### src/hdl/running_mean_variance_tracker_unit_assert.svh
// assertion macros for the running mean and variance tracker
`ifndef RUNNING_MEAN_VARIANCE_TRACKER_UNIT_ASSERT_SVH
`define RUNNING_MEAN_VARIANCE_TRACKER_UNIT_ASSERT_SVH

// property must hold at every edge out of reset
`define RMVT_ASSERT(name, clk, rstn, prop, msg) \
  name: assert property (@(posedge clk) disable iff (!rstn) prop) else $error(msg);

// condition must never be seen out of reset
`define RMVT_ASSERT_NEVER(name, clk, rstn, cond, msg) \
  name: assert property (@(posedge clk) disable iff (!rstn) !(cond)) else $error(msg);

`endif

### src/hdl/rmvt_pkg.sv
// shared constants, codes and types of the running mean and variance tracker
`default_nettype none
package rmvt_pkg;
  localparam int SampleBits = 16;
  localparam int FracBits   = 16;
  localparam int MaxBatch   = 4096;
  localparam int CntW       = 13;
  localparam int SumW       = 29;
  localparam int SqW        = 43;
  localparam int MeanW      = 32;
  localparam int VarW       = 46;
  localparam int CountW     = 32;
  localparam int WeightW    = 16;
  localparam int AluAW      = 72;
  localparam int AluBW      = 48;
  localparam int DivW       = 33;
  localparam int AluCntW    = 7;
  localparam logic [VarW-1:0] VarReset = VarW'(7);
  localparam logic [VarW-1:0] VarMax   = {VarW{1'b1}};

  typedef enum logic [1:0] {
    STS_OK   = 2'd0,
    STS_ZERO = 2'd1,
    STS_SAT  = 2'd2,
    STS_OVF  = 2'd3
  } status_e;

  typedef enum logic {
    ALU_MUL = 1'b0,
    ALU_DIV = 1'b1
  } alu_op_e;

  typedef struct packed {
    logic             start;
    alu_op_e          op;
    logic [AluAW-1:0] a;
    logic [AluBW-1:0] b;
  } alu_req_t;

  typedef struct packed {
    logic             done;
    logic [AluAW-1:0] res;
  } alu_rsp_t;
endpackage
`default_nettype wire

### src/hdl/rmvt_alu.sv
// shared shift-add multiplier and restoring divider, one bit per cycle
`default_nettype none
module rmvt_alu (
  input  wire logic              clk_i,
  input  wire logic              rst_ni,
  input  wire rmvt_pkg::alu_req_t req_i,
  output rmvt_pkg::alu_rsp_t      rsp_o
);
  import rmvt_pkg::*;

  logic               busy_q, busy_d;
  alu_op_e            op_q, op_d;
  logic [AluCntW-1:0] cnt_q, cnt_d;
  logic [AluAW-1:0]   opa_q, opa_d;
  logic [AluBW-1:0]   opb_q, opb_d;
  logic [AluAW-1:0]   acc_q, acc_d;
  logic [DivW:0]      rem_q, rem_d;
  logic [DivW:0]      trial;
  logic               fits;
  logic               last_iter;

  assign trial     = {rem_q[DivW-1:0], opa_q[AluAW-1]};
  assign fits      = trial >= {1'b0, opb_q[DivW-1:0]};
  assign last_iter = (cnt_q == AluCntW'(1));

  always_comb begin
    busy_d = busy_q;
    op_d   = op_q;
    cnt_d  = cnt_q;
    opa_d  = opa_q;
    opb_d  = opb_q;
    acc_d  = acc_q;
    rem_d  = rem_q;
    if (req_i.start) begin
      busy_d = 1'b1;
      op_d   = req_i.op;
      cnt_d  = (req_i.op == ALU_MUL) ? AluCntW'(AluBW) : AluCntW'(AluAW);
      opa_d  = req_i.a;
      opb_d  = req_i.b;
      acc_d  = '0;
      rem_d  = '0;
    end else if (busy_q) begin
      cnt_d = cnt_q - AluCntW'(1);
      if (last_iter) busy_d = 1'b0;
      unique case (op_q)
        ALU_MUL: begin
          if (opb_q[0]) acc_d = acc_q + opa_q;
          opa_d = {opa_q[AluAW-2:0], 1'b0};
          opb_d = {1'b0, opb_q[AluBW-1:1]};
        end
        ALU_DIV: begin
          rem_d = fits ? trial - {1'b0, opb_q[DivW-1:0]} : trial;
          opa_d = {opa_q[AluAW-2:0], 1'b0};
          acc_d = {acc_q[AluAW-2:0], fits};
        end
        default: ;
      endcase
    end
  end

  always_ff @(posedge clk_i or negedge rst_ni) begin
    if (!rst_ni) begin
      busy_q <= 1'b0;
      cnt_q  <= '0;
      op_q   <= ALU_MUL;
    end else begin
      busy_q <= busy_d;
      cnt_q  <= cnt_d;
      op_q   <= op_d;
    end
  end

  always_ff @(posedge clk_i) begin
    opa_q <= opa_d;
    opb_q <= opb_d;
    acc_q <= acc_d;
    rem_q <= rem_d;
  end

  // done is raised the cycle after the final iteration
  logic done_q;
  always_ff @(posedge clk_i or negedge rst_ni) begin
    if (!rst_ni) done_q <= 1'b0;
    else         done_q <= busy_q && last_iter && !req_i.start;
  end

  assign rsp_o.done = done_q;
  assign rsp_o.res  = acc_q;
endmodule
`default_nettype wire

### src/hdl/running_mean_variance_tracker_unit.sv
// running mean and variance tracker: sample accumulators, merge sequencer and state
//
// Input channel s_axis: one signed sample per item, tlast marks the last sample of a
// batch, and the batch weight in tdata is read on that last item only. Ordinary
// samples are taken at one per cycle and summed together with their squares.
// On a last item the block drops tready and a sequencer runs the batch statistics
// and the merge through one shared shift-add multiplier / restoring divider:
// six multiplies and four divides in turn, at one bit per cycle of the shared unit.
// A zero total weight skips the merge and gives its result in the next cycle.
// Output channel m_axis: one item per batch with mean, variance, count and status.
// The result stays on m_axis until taken; tready on s_axis stays low meanwhile,
// so a stalled receiver holds off the next sample.
// Reset clears the batch accumulators, mean and count, and sets the variance to 7
// (about 1e-4 with 16 fraction bits).
`default_nettype none
`include "running_mean_variance_tracker_unit_assert.svh"
module running_mean_variance_tracker_unit (
  input  wire logic          clk_i,
  input  wire logic          rst_ni,
  input  wire logic          s_axis_tvalid,
  output logic               s_axis_tready,
  input  wire logic [31:0]   s_axis_tdata,  // sample[15:0], batch_weight[31:16]
  input  wire logic          s_axis_tlast,  // last_of_batch
  output logic               m_axis_tvalid,
  input  wire logic          m_axis_tready,
  output logic [111:0]       m_axis_tdata   // mean[31:0], variance[77:32],
                                            // count[109:78], status[111:110]
);
  import rmvt_pkg::*;

  typedef enum logic [3:0] {
    ST_IDLE  = 4'b0001,
    ST_ISSUE = 4'b0010,
    ST_WAIT  = 4'b0100,
    ST_OUT   = 4'b1000
  } state_e;

  typedef enum logic [9:0] {
    STP_NQ  = 10'b0000000001,
    STP_S2  = 10'b0000000010,
    STP_DEN = 10'b0000000100,
    STP_BM  = 10'b0000001000,
    STP_BV  = 10'b0000010000,
    STP_DW  = 10'b0000100000,
    STP_A   = 10'b0001000000,
    STP_VW  = 10'b0010000000,
    STP_VT  = 10'b0100000000,
    STP_PR  = 10'b1000000000
  } step_e;

  state_e state_q;
  step_e  step_q;

  logic signed [SumW-1:0] sum_q;
  logic [SqW-1:0]         sq_q;
  logic [CntW-1:0]        n_q;
  logic                   ovf_q;
  logic signed [MeanW-1:0] mean_q;
  logic [VarW-1:0]        var_q;
  logic [CountW-1:0]      cnt_q;
  status_e                status_q;

  logic [WeightW-1:0]     w_q;
  logic [CountW:0]        total_q;
  logic [55:0]            nq_q;
  logic [55:0]            dsq_q;
  logic [25:0]            den_q;
  logic signed [33:0]     bm_q;
  logic [VarW-1:0]        bv_q;
  logic signed [33:0]     d_q;
  logic signed [33:0]     a_q;
  logic [AluAW-1:0]       t_q;
  logic signed [47:0]     vt_q;

  alu_req_t alu_req;
  alu_rsp_t alu_rsp;

  rmvt_alu u_alu (
    .clk_i  (clk_i),
    .rst_ni (rst_ni),
    .req_i  (alu_req),
    .rsp_o  (alu_rsp)
  );

  // input side
  logic signed [SampleBits-1:0] smp;
  logic [SampleBits-1:0]        smp_mag;
  logic [2*SampleBits-1:0]      smp_sq;
  logic [WeightW-1:0]           in_w;
  logic [CountW:0]              in_total;
  logic                         in_acc;
  logic                         room;

  assign smp      = s_axis_tdata[15:0];
  assign in_w     = s_axis_tdata[31:16];
  assign smp_mag  = smp[SampleBits-1] ? SampleBits'(-smp) : SampleBits'(smp);
  assign smp_sq   = smp_mag * smp_mag;
  assign in_total = {1'b0, cnt_q} + (CountW+1)'(in_w);
  assign in_acc   = s_axis_tvalid && s_axis_tready;
  assign room     = n_q < CntW'(MaxBatch);

  // magnitudes feeding the shared unit
  logic [27:0]        sum_mag;
  logic [32:0]        d_mag;
  logic signed [46:0] dv;
  logic [45:0]        dv_mag;
  logic [32:0]        a_mag;
  logic signed [33:0] dma;
  logic [32:0]        dma_mag;
  logic [33:0]        sum_neg;
  logic [33:0]        d_neg;
  logic [46:0]        dv_neg;
  logic [33:0]        a_neg;
  logic [33:0]        dma_neg;

  assign sum_neg = 34'(-34'(sum_q));
  assign sum_mag = sum_q[SumW-1] ? sum_neg[27:0] : 28'(sum_q);
  assign d_neg   = -d_q;
  assign d_mag   = d_q[33] ? d_neg[32:0] : d_q[32:0];
  assign dv      = $signed({1'b0, bv_q}) - $signed({1'b0, var_q});
  assign dv_neg  = -dv;
  assign dv_mag  = dv[46] ? dv_neg[45:0] : dv[45:0];
  assign a_neg   = -a_q;
  assign a_mag   = a_q[33] ? a_neg[32:0] : a_q[32:0];
  assign dma     = d_q - a_q;
  assign dma_neg = -dma;
  assign dma_mag = dma[33] ? dma_neg[32:0] : dma[32:0];

  always_comb begin
    alu_req.start = (state_q == ST_IDLE) ? 1'b0 : (state_q == ST_ISSUE);
    alu_req.op    = ALU_MUL;
    alu_req.a     = '0;
    alu_req.b     = '0;
    unique case (step_q)
      STP_NQ: begin
        alu_req.a = AluAW'(sq_q);
        alu_req.b = AluBW'(n_q);
      end
      STP_S2: begin
        alu_req.a = AluAW'(sum_mag);
        alu_req.b = AluBW'(sum_mag);
      end
      STP_DEN: begin
        alu_req.a = AluAW'(n_q);
        alu_req.b = AluBW'(n_q);
      end
      STP_BM: begin
        alu_req.op = ALU_DIV;
        alu_req.a  = AluAW'({sum_mag, {FracBits{1'b0}}}) + AluAW'(n_q >> 1);
        alu_req.b  = AluBW'(n_q);
      end
      STP_BV: begin
        alu_req.op = ALU_DIV;
        alu_req.a  = AluAW'({dsq_q, {FracBits{1'b0}}}) + AluAW'(den_q >> 1);
        alu_req.b  = AluBW'(den_q);
      end
      STP_DW: begin
        alu_req.a = AluAW'(d_mag);
        alu_req.b = AluBW'(w_q);
      end
      STP_A, STP_VT: begin
        alu_req.op = ALU_DIV;
        alu_req.a  = t_q + AluAW'(total_q >> 1);
        alu_req.b  = AluBW'(total_q);
      end
      STP_VW: begin
        alu_req.a = AluAW'(dv_mag);
        alu_req.b = AluBW'(w_q);
      end
      STP_PR: begin
        alu_req.a = AluAW'(a_mag);
        alu_req.b = AluBW'(dma_mag);
      end
      default: ;
    endcase
  end

  // results of the shared unit
  logic [AluAW-1:0]   res;
  logic [33:0]        res_neg;
  logic [47:0]        res_neg48;
  logic [AluAW-1:0]   prod_rnd;
  logic signed [51:0] vsum;
  logic               var_clamp;

  assign res       = alu_rsp.res;
  assign res_neg   = -res[33:0];
  assign res_neg48 = -res[47:0];
  assign prod_rnd  = (res + AluAW'(1 << (FracBits - 1))) >> FracBits;
  assign vsum      = $signed({6'b0, var_q}) + 52'(vt_q) + $signed(prod_rnd[51:0]);
  assign var_clamp = vsum[51] || (vsum[50:VarW] != '0);

  always_ff @(posedge clk_i or negedge rst_ni) begin
    if (!rst_ni) begin
      state_q  <= ST_IDLE;
      step_q   <= STP_NQ;
      sum_q    <= '0;
      sq_q     <= '0;
      n_q      <= '0;
      ovf_q    <= 1'b0;
      mean_q   <= '0;
      var_q    <= VarReset;
      cnt_q    <= '0;
      status_q <= STS_OK;
    end else begin
      unique case (state_q)
        ST_IDLE: begin
          if (in_acc) begin
            if (s_axis_tlast && in_total == '0) begin
              sum_q    <= '0;
              sq_q     <= '0;
              n_q      <= '0;
              ovf_q    <= 1'b0;
              status_q <= STS_ZERO;
              state_q  <= ST_OUT;
            end else begin
              if (room) begin
                sum_q <= sum_q + SumW'(smp);
                sq_q  <= sq_q + SqW'(smp_sq);
                n_q   <= n_q + CntW'(1);
              end else begin
                ovf_q <= 1'b1;
              end
              if (s_axis_tlast) begin
                step_q  <= STP_NQ;
                state_q <= ST_ISSUE;
              end
            end
          end
        end
        ST_ISSUE: state_q <= ST_WAIT;
        ST_WAIT: begin
          if (alu_rsp.done) begin
            state_q <= ST_ISSUE;
            unique case (step_q)
              STP_NQ:  step_q <= STP_S2;
              STP_S2:  step_q <= STP_DEN;
              STP_DEN: step_q <= STP_BM;
              STP_BM:  step_q <= STP_BV;
              STP_BV:  step_q <= STP_DW;
              STP_DW:  step_q <= STP_A;
              STP_A:   step_q <= STP_VW;
              STP_VW:  step_q <= STP_VT;
              STP_VT:  step_q <= STP_PR;
              STP_PR: begin
                step_q  <= STP_NQ;
                state_q <= ST_OUT;
                mean_q  <= mean_q + a_q[MeanW-1:0];
                var_q   <= var_clamp ? VarMax : vsum[VarW-1:0];
                if (ovf_q) status_q <= STS_OVF;
                else if (total_q[CountW]) status_q <= STS_SAT;
                else status_q <= STS_OK;
                cnt_q   <= total_q[CountW] ? {CountW{1'b1}} : total_q[CountW-1:0];
                sum_q   <= '0;
                sq_q    <= '0;
                n_q     <= '0;
                ovf_q   <= 1'b0;
              end
              default: ;
            endcase
          end
        end
        ST_OUT: begin
          if (m_axis_tready) state_q <= ST_IDLE;
        end
        default: state_q <= ST_IDLE;
      endcase
    end
  end

  // datapath temporaries
  always_ff @(posedge clk_i) begin
    if (in_acc && s_axis_tlast) begin
      w_q     <= in_w;
      total_q <= in_total;
    end
    if (state_q == ST_WAIT && alu_rsp.done) begin
      unique case (step_q)
        STP_NQ:  nq_q  <= res[55:0];
        STP_S2:  dsq_q <= (nq_q > res[55:0]) ? nq_q - res[55:0] : '0;
        STP_DEN: den_q <= res[25:0];
        STP_BM:  bm_q  <= sum_q[SumW-1] ? $signed(res_neg) : $signed(res[33:0]);
        STP_BV: begin
          bv_q <= (res > AluAW'(VarMax)) ? VarMax : res[VarW-1:0];
          d_q  <= bm_q - 34'(mean_q);
        end
        STP_DW:  t_q  <= res;
        STP_A:   a_q  <= d_q[33] ? $signed(res_neg) : $signed(res[33:0]);
        STP_VW:  t_q  <= res;
        STP_VT:  vt_q <= dv[46] ? $signed(res_neg48) : $signed(res[47:0]);
        STP_PR:  ;
        default: ;
      endcase
    end
  end

  assign s_axis_tready = (state_q == ST_IDLE);
  assign m_axis_tvalid = (state_q == ST_OUT);
  assign m_axis_tdata  = {status_q, cnt_q, var_q, mean_q};

  `RMVT_ASSERT_NEVER(a_one_side, clk_i, rst_ni, s_axis_tready && m_axis_tvalid,
                     "input taken while a result is pending")
  `RMVT_ASSERT(a_done_in_wait, clk_i, rst_ni, alu_rsp.done |-> state_q == ST_WAIT,
               "shared unit finished outside the wait state")
  `RMVT_ASSERT(a_batch_cap, clk_i, rst_ni, n_q <= CntW'(MaxBatch),
               "batch count beyond its cap")
endmodule
`default_nettype wire

### config.mk
export PLATFORM = sky130hd
export DESIGN_NAME = running_mean_variance_tracker_unit
export DESIGN_NICKNAME = d
export VERILOG_FILES = /design/src/hdl/rmvt_pkg.sv /design/src/hdl/rmvt_alu.sv /design/src/hdl/running_mean_variance_tracker_unit.sv
export VERILOG_INCLUDE_DIRS = /design/src /design/src/hdl
export SDC_FILE = /design/constraint.sdc
export NUM_CORES = 2
export LEC_CHECK = 0
export ABC_AREA = 0
export BUFFER_PORTS_ARGS = -buffer_cell sky130_fd_sc_hd__clkbuf_2
export CAP_MARGIN = 30
export CORE_MARGIN = 1.5
export CORE_UTILIZATION = 30
export DETAILED_ROUTE_END_ITERATION = 10
export GPL_TIMING_DRIVEN = 0
export HOLD_SLACK_MARGIN = 0.15
export PLACE_DENSITY = 0.44
export REMOVE_ABC_BUFFERS = 1
export SLEW_MARGIN = 20
export SYNTH_ARGS = -nofsm -noshare
export SYNTH_HDL_FRONTEND = slang
export SYNTH_SLANG_ARGS = --single-unit
### constraint.sdc
create_clock -name clk_i -period 9.9 [get_ports clk_i]
set_clock_uncertainty 0.15 [all_clocks]
set_input_delay 1.485 -clock clk_i [delete_from_list [all_inputs] [get_ports clk_i]]
set_output_delay 1.485 -clock clk_i [all_outputs]
set_load 0.01 [all_outputs]
==> impl_metrics.py <==
metrics = {
    "clock_tree": {
        "cts-root-buf": "clkbuf_16",
        "insertion_delay_ns": 0.83,
        "tritoncts_num_sinks": 887,
        "tritoncts": "done",
        "clock_path_buffers": 3,
        "tritoncts.num_buffers": 117,
        "clkSlewWorstSetupHoldPaths_ns": 0.06,
        "htree_levels": 3,
    },
    "worst_setup_path": {
        "worst_ep_required_time_ns": 10.42,
        "critical_path.max_fanout": 11,
        "worstReg2RegEnd": "var_q[4]",
        "cp.arrival_ns": 10.16,
        "worst-r2r-cell-count": 28,
        "last_element_of_the_critical_path": "sq_q[40]",
        "setup.worst_path.start": "s_axis_tdata[0]",
        "setup.worst_path.end_class": "flop",
        "startpoint_type_of_the_worst_setup_path": "primary input",
        "timing_worst_setup_path_type": "primary input to flop",
        "critical_path.reg2reg.startpoint": "u_alu.acc_q[23]",
        "ff2ff_setup_slack_ns": 0.63,
    },
    "yosys": {
        "synth-warning-count": 0,
        "syn-mean-instance-area_sq_um": 8.81,
        "async_reset_ff_share_pct": 25.0,
        "synth.distinct_cells": 112,
        "syn_area_sq_mm": 0.0762,
        "ys_ff_latch": 887,
        "synth_sequential_area_ratio_pct": 32.1,
        "synthCells": 8648,
        "synth_enable_flop_cells": 560,
        "ys_dominant_reg_cell": "edfxtp_1",
    },
    "place": {
        "port-buffer-count": 150,
        "total_cell_area_at_the_placement_stage_sq_mm": 0.0821,
        "place.detailed.instances": 11935,
        "gp_congestion": 0.945,
        "dpl.hpwl_microns": 244000,
    },
    "power_and_ir_drop": {
        "worst_ir_drop_vdd_mv": 0.386,
        "netSwitchingFraction_pct": 49.2,
        "p_seq_share_pct": 21.5,
        "comb_power_share_pct": 63.3,
        "netSwitchingPower_mw": 14.6,
        "pwr_density_cell_mw_per_mm2": 344,
        "p_int_mw": 15.1,
        "p_leak_nw": 35.8,
        "power.clock.fraction_pct": 15.2,
    },
    "cells_and_area": {
        "area_growth_syn_to_layout_pct": 13.4,
        "layout.filler_cells": 26002,
        "post-route-cell-area_sq_mm": 0.0865,
        "finish.cell_count_without_fillers": 12180,
        "final_layout_size_suffix_gt1_share_pct": 7.90,
        "finish.net_count": 9577,
    },
    "timing": {
        "timing.hold.ws_ns": 0.329,
        "finalWorstPathRequiredPeriod_ns": 9.63,
        "report.final.hold_viol_count": 0,
        "slew-limit-headroom_pct": 26.3,
        "tightest_slew_ns": 1.09,
        "max_freq_ghz": 0.104,
        "final_max_slew_viol_count": 0,
        "final-setup-viol-count": 0,
        "timing.final.crit_share_pct": 97.3,
    },
    "route": {
        "drc": 0,
        "initialDrtViolationCount": 5839,
        "routedWlPerCell_microns": 24.8,
        "wl_microns": 302000,
        "route.antenna.remaining_nets": 0,
        "avgViaCountPerCell": 5.43,
        "drtPass1Iterations": 7,
        "vias": 66110,
    },
    "hold_path": {
        "hold_class": "flop to flop",
    },
    "floorplan": {
        "floorplan.die_area_sq_mm": 0.257,
        "chipWidth_microns": 507,
        "num_io_pins": 151,
        "die_height_microns": 507,
        "num_rows": 184,
        "start_util_pct": 30.2,
        "floorplan.core_area_sq_mm": 0.252,
    },
    "global_routing": {
        "first_global_vias": 65094,
        "global_route.overflow_total": 0,
        "maximum_number_of_pins_on_one_net_before_global_route_repair": 76,
        "grtUsageTotal_pct": 23.1,
        "antenna_found_initial": 11,
        "grt_first_pass_wirelength_microns": 444000,
    },
    "run_status": {
        "outcome": "finished, final reports clean",
    },
    "job": {
        "max_cap_violations": 0,
    },
}
sequential cells by signal, summed over array words and instances (netlist names), 29 cells and up:
| signal | flops |
|---|---|
| t_q | 72 |
| u_alu.acc_q | 72 |
| u_alu.opa_q | 72 |
| dsq_q | 56 |
| nq_q | 56 |
| vt_q | 48 |
| bv_q | 46 |
| var_q | 46 |
| sq_q | 43 |
| a_q | 34 |
| bm_q | 34 |
| d_q | 34 |
| total_q | 33 |
| u_alu.opb_q | 33 |
| u_alu.rem_q | 33 |
| cnt_q | 32 |
| mean_q | 32 |
| sum_q | 29 |
kinds of logic after synthesis:
| group | synth area share, % |
|---|---|
| flops | 32.1 |
| fa+ha+maj | 15.9 |
| xor+xnor | 9.48 |
| mux | 0.565 |
| simple gates | 15.3 |
| compound gates | 20.6 |
| buf+inv | 6.09 |
| other cells | 0.00985 |
layout make-up:
cell class                 instances  area, sq um  area share (%)
clock inverter                    75          836           0.967
inverter                         857         3250            3.76
tap                             3348         4190            4.84
multi-input combinational       6555        47600            55.1
antenna                            2         5.00         0.00579
sequential                       887        24500            28.3
clock buffer                     148         3160            3.65
timing repair buffer             308         2900            3.36
layer usage:
metal  vias up  part of all wire, %  wire length (microns)  track usage (%)
met1     32814                   48                 144000             33.3
li1      30989                    -                      -                -
met4         0                  3.4                  10200             7.22
met2      1961                   44                 132000             35.7
met5         -                    0                      0                0
met3       346                  5.4                  16300             2.76
how the worst min path moves through the flow:
stage                                from               to  slack [ns]  depth (start not counted)
after floorplan           u_alu.rem_q[32]  u_alu.rem_q[32]        0.29                          2
after global placement    u_alu.rem_q[32]  u_alu.rem_q[32]        0.30                          2
after detailed placement  u_alu.rem_q[32]  u_alu.rem_q[32]        0.32                          2
after CTS                 u_alu.rem_q[32]  u_alu.rem_q[32]        0.33                          2
after global routing      u_alu.rem_q[32]  u_alu.rem_q[32]        0.35                          2
final                     u_alu.rem_q[32]  u_alu.rem_q[32]        0.33                          2
cell usage after synthesis, drive strengths merged, types with 21 or more instances:
| master | number | area, sq um |
|---|---|---|
| xnor2 | 541 | 4750 |
| o221ai | 27 | 236 |
| a21oi | 608 | 3050 |
| or2 | 50 | 313 |
| nand2b | 89 | 557 |
| o21a | 73 | 548 |
| a31oi | 71 | 444 |
| clkbuf | 312 | 1170 |
| edfxtp | 560 | 16800 |
| or4 | 27 | 203 |
| and3 | 90 | 563 |
| inv | 846 | 3180 |
| a22oi | 86 | 731 |
| o31ai | 76 | 584 |
| nand3 | 203 | 1030 |
| a211oi | 129 | 973 |
| a311oi | 26 | 228 |
| ha | 561 | 7020 |
| o22ai | 23 | 144 |
| nor2b | 69 | 432 |
| fa | 253 | 5060 |
| a222oi | 21 | 210 |
| dfrtp | 217 | 5430 |
| nor3 | 147 | 790 |
| nand4 | 104 | 657 |
| o21ai | 573 | 2870 |
| or3 | 62 | 388 |
| nor2 | 603 | 2280 |
| o41ai | 26 | 246 |
| nand2 | 838 | 3150 |
| and2 | 54 | 338 |
| o211ai | 47 | 353 |
| o21bai | 70 | 526 |
| dfxtp | 105 | 2100 |
| mux2i | 34 | 340 |
| a21o | 257 | 1930 |
| nand3b | 21 | 158 |
| nor4 | 47 | 294 |
| a221oi | 64 | 561 |
| xor2 | 283 | 2480 |
| buf | 46 | 249 |
worst max-delay path, cell delays in order:
cell      delay [ns]
clkbuf_4        0.23
or3_1           0.43
o31ai_1         0.39
xor2_1          0.79
nor2_1          0.20
fa_1            0.57
inv_1           0.06
fa_1            0.48
inv_1           0.06
fa_1            0.44
fa_1            0.51
fa_1            0.57
inv_1           0.06
fa_1            0.54
inv_1           0.05
ha_1            0.41
nand4_1         0.24
or3_1           0.43
a211oi_4        0.31
o21a_1          0.22
a21oi_1         0.15
o2111a_1        0.31
o41ai_4         0.37
a21o_1          0.19
a21oi_2         0.11
nand4b_1        0.20
mux2_1          0.33
power by group through the flow:
stage	clock network [mW]	registers [mW]	logic, mW
6_report	4.51	6.40	18.8
5_1_grt	4.74	6.48	21.1
4_1_cts	4.62	6.37	18.8
3_5_place_dp	0	6.43	18.5
3_3_place_gp	0	6.59	18.3
2_1_floorplan	0	5.73	13.8
placed cells by master, fill, tap and decap left out, drive strengths merged, types with 27 or more instances in the layout:
cell type	netlist	routed
inv	846	853
fa	253	253
o21a	73	73
and2	54	54
nor2	603	603
a21o	257	257
o221ai	27	27
a221oi	64	64
dfxtp	105	105
o21bai	70	70
mux2i	34	34
a22oi	86	86
xor2	283	283
clkinv	11	56
and3	90	90
nand2b	89	89
o211ai	47	47
nor3	147	147
a21oi	608	608
o21ai	573	573
xnor2	541	541
edfxtp	560	560
clkbuf	312	299
or3	62	62
ha	561	561
buf	46	156
o31ai	76	76
nand4	104	104
nand2	838	838
or2	50	50
a211oi	129	129
nor2b	69	69
or4	27	27
dfrtp	217	217
nand3	203	203
a31oi	71	71
nor4	47	47
repair_timing:
action	in CTS	in global routing
buffers inserted	17	0
cloned	0	0
hold buffers	0	0
pin swaps	8	0
endpoints found under the setup margin	19	24
resized for setup	23	16
metrics by stage:
| stage | utilization [%] | power (mW) | setup slack [ns] | TNS [ns] |
|---|---|---|---|---|
| floorplan | - | 19.5 | -1.32 | -30.97 |
| global placement | 31.6 | 24.8 | -16.91 | -2558.43 |
| detailed placement | 32.6 | 25.0 | -2.33 | -32.45 |
| CTS | 34.2 | 29.8 | 0.00803 | 0 |
| global route | 34.3 | 32.3 | -0.0379 | -0.0842 |
| finish | 34.3 | 29.8 | 0.269 | 0 |
(Power assumes the default switching activity.)
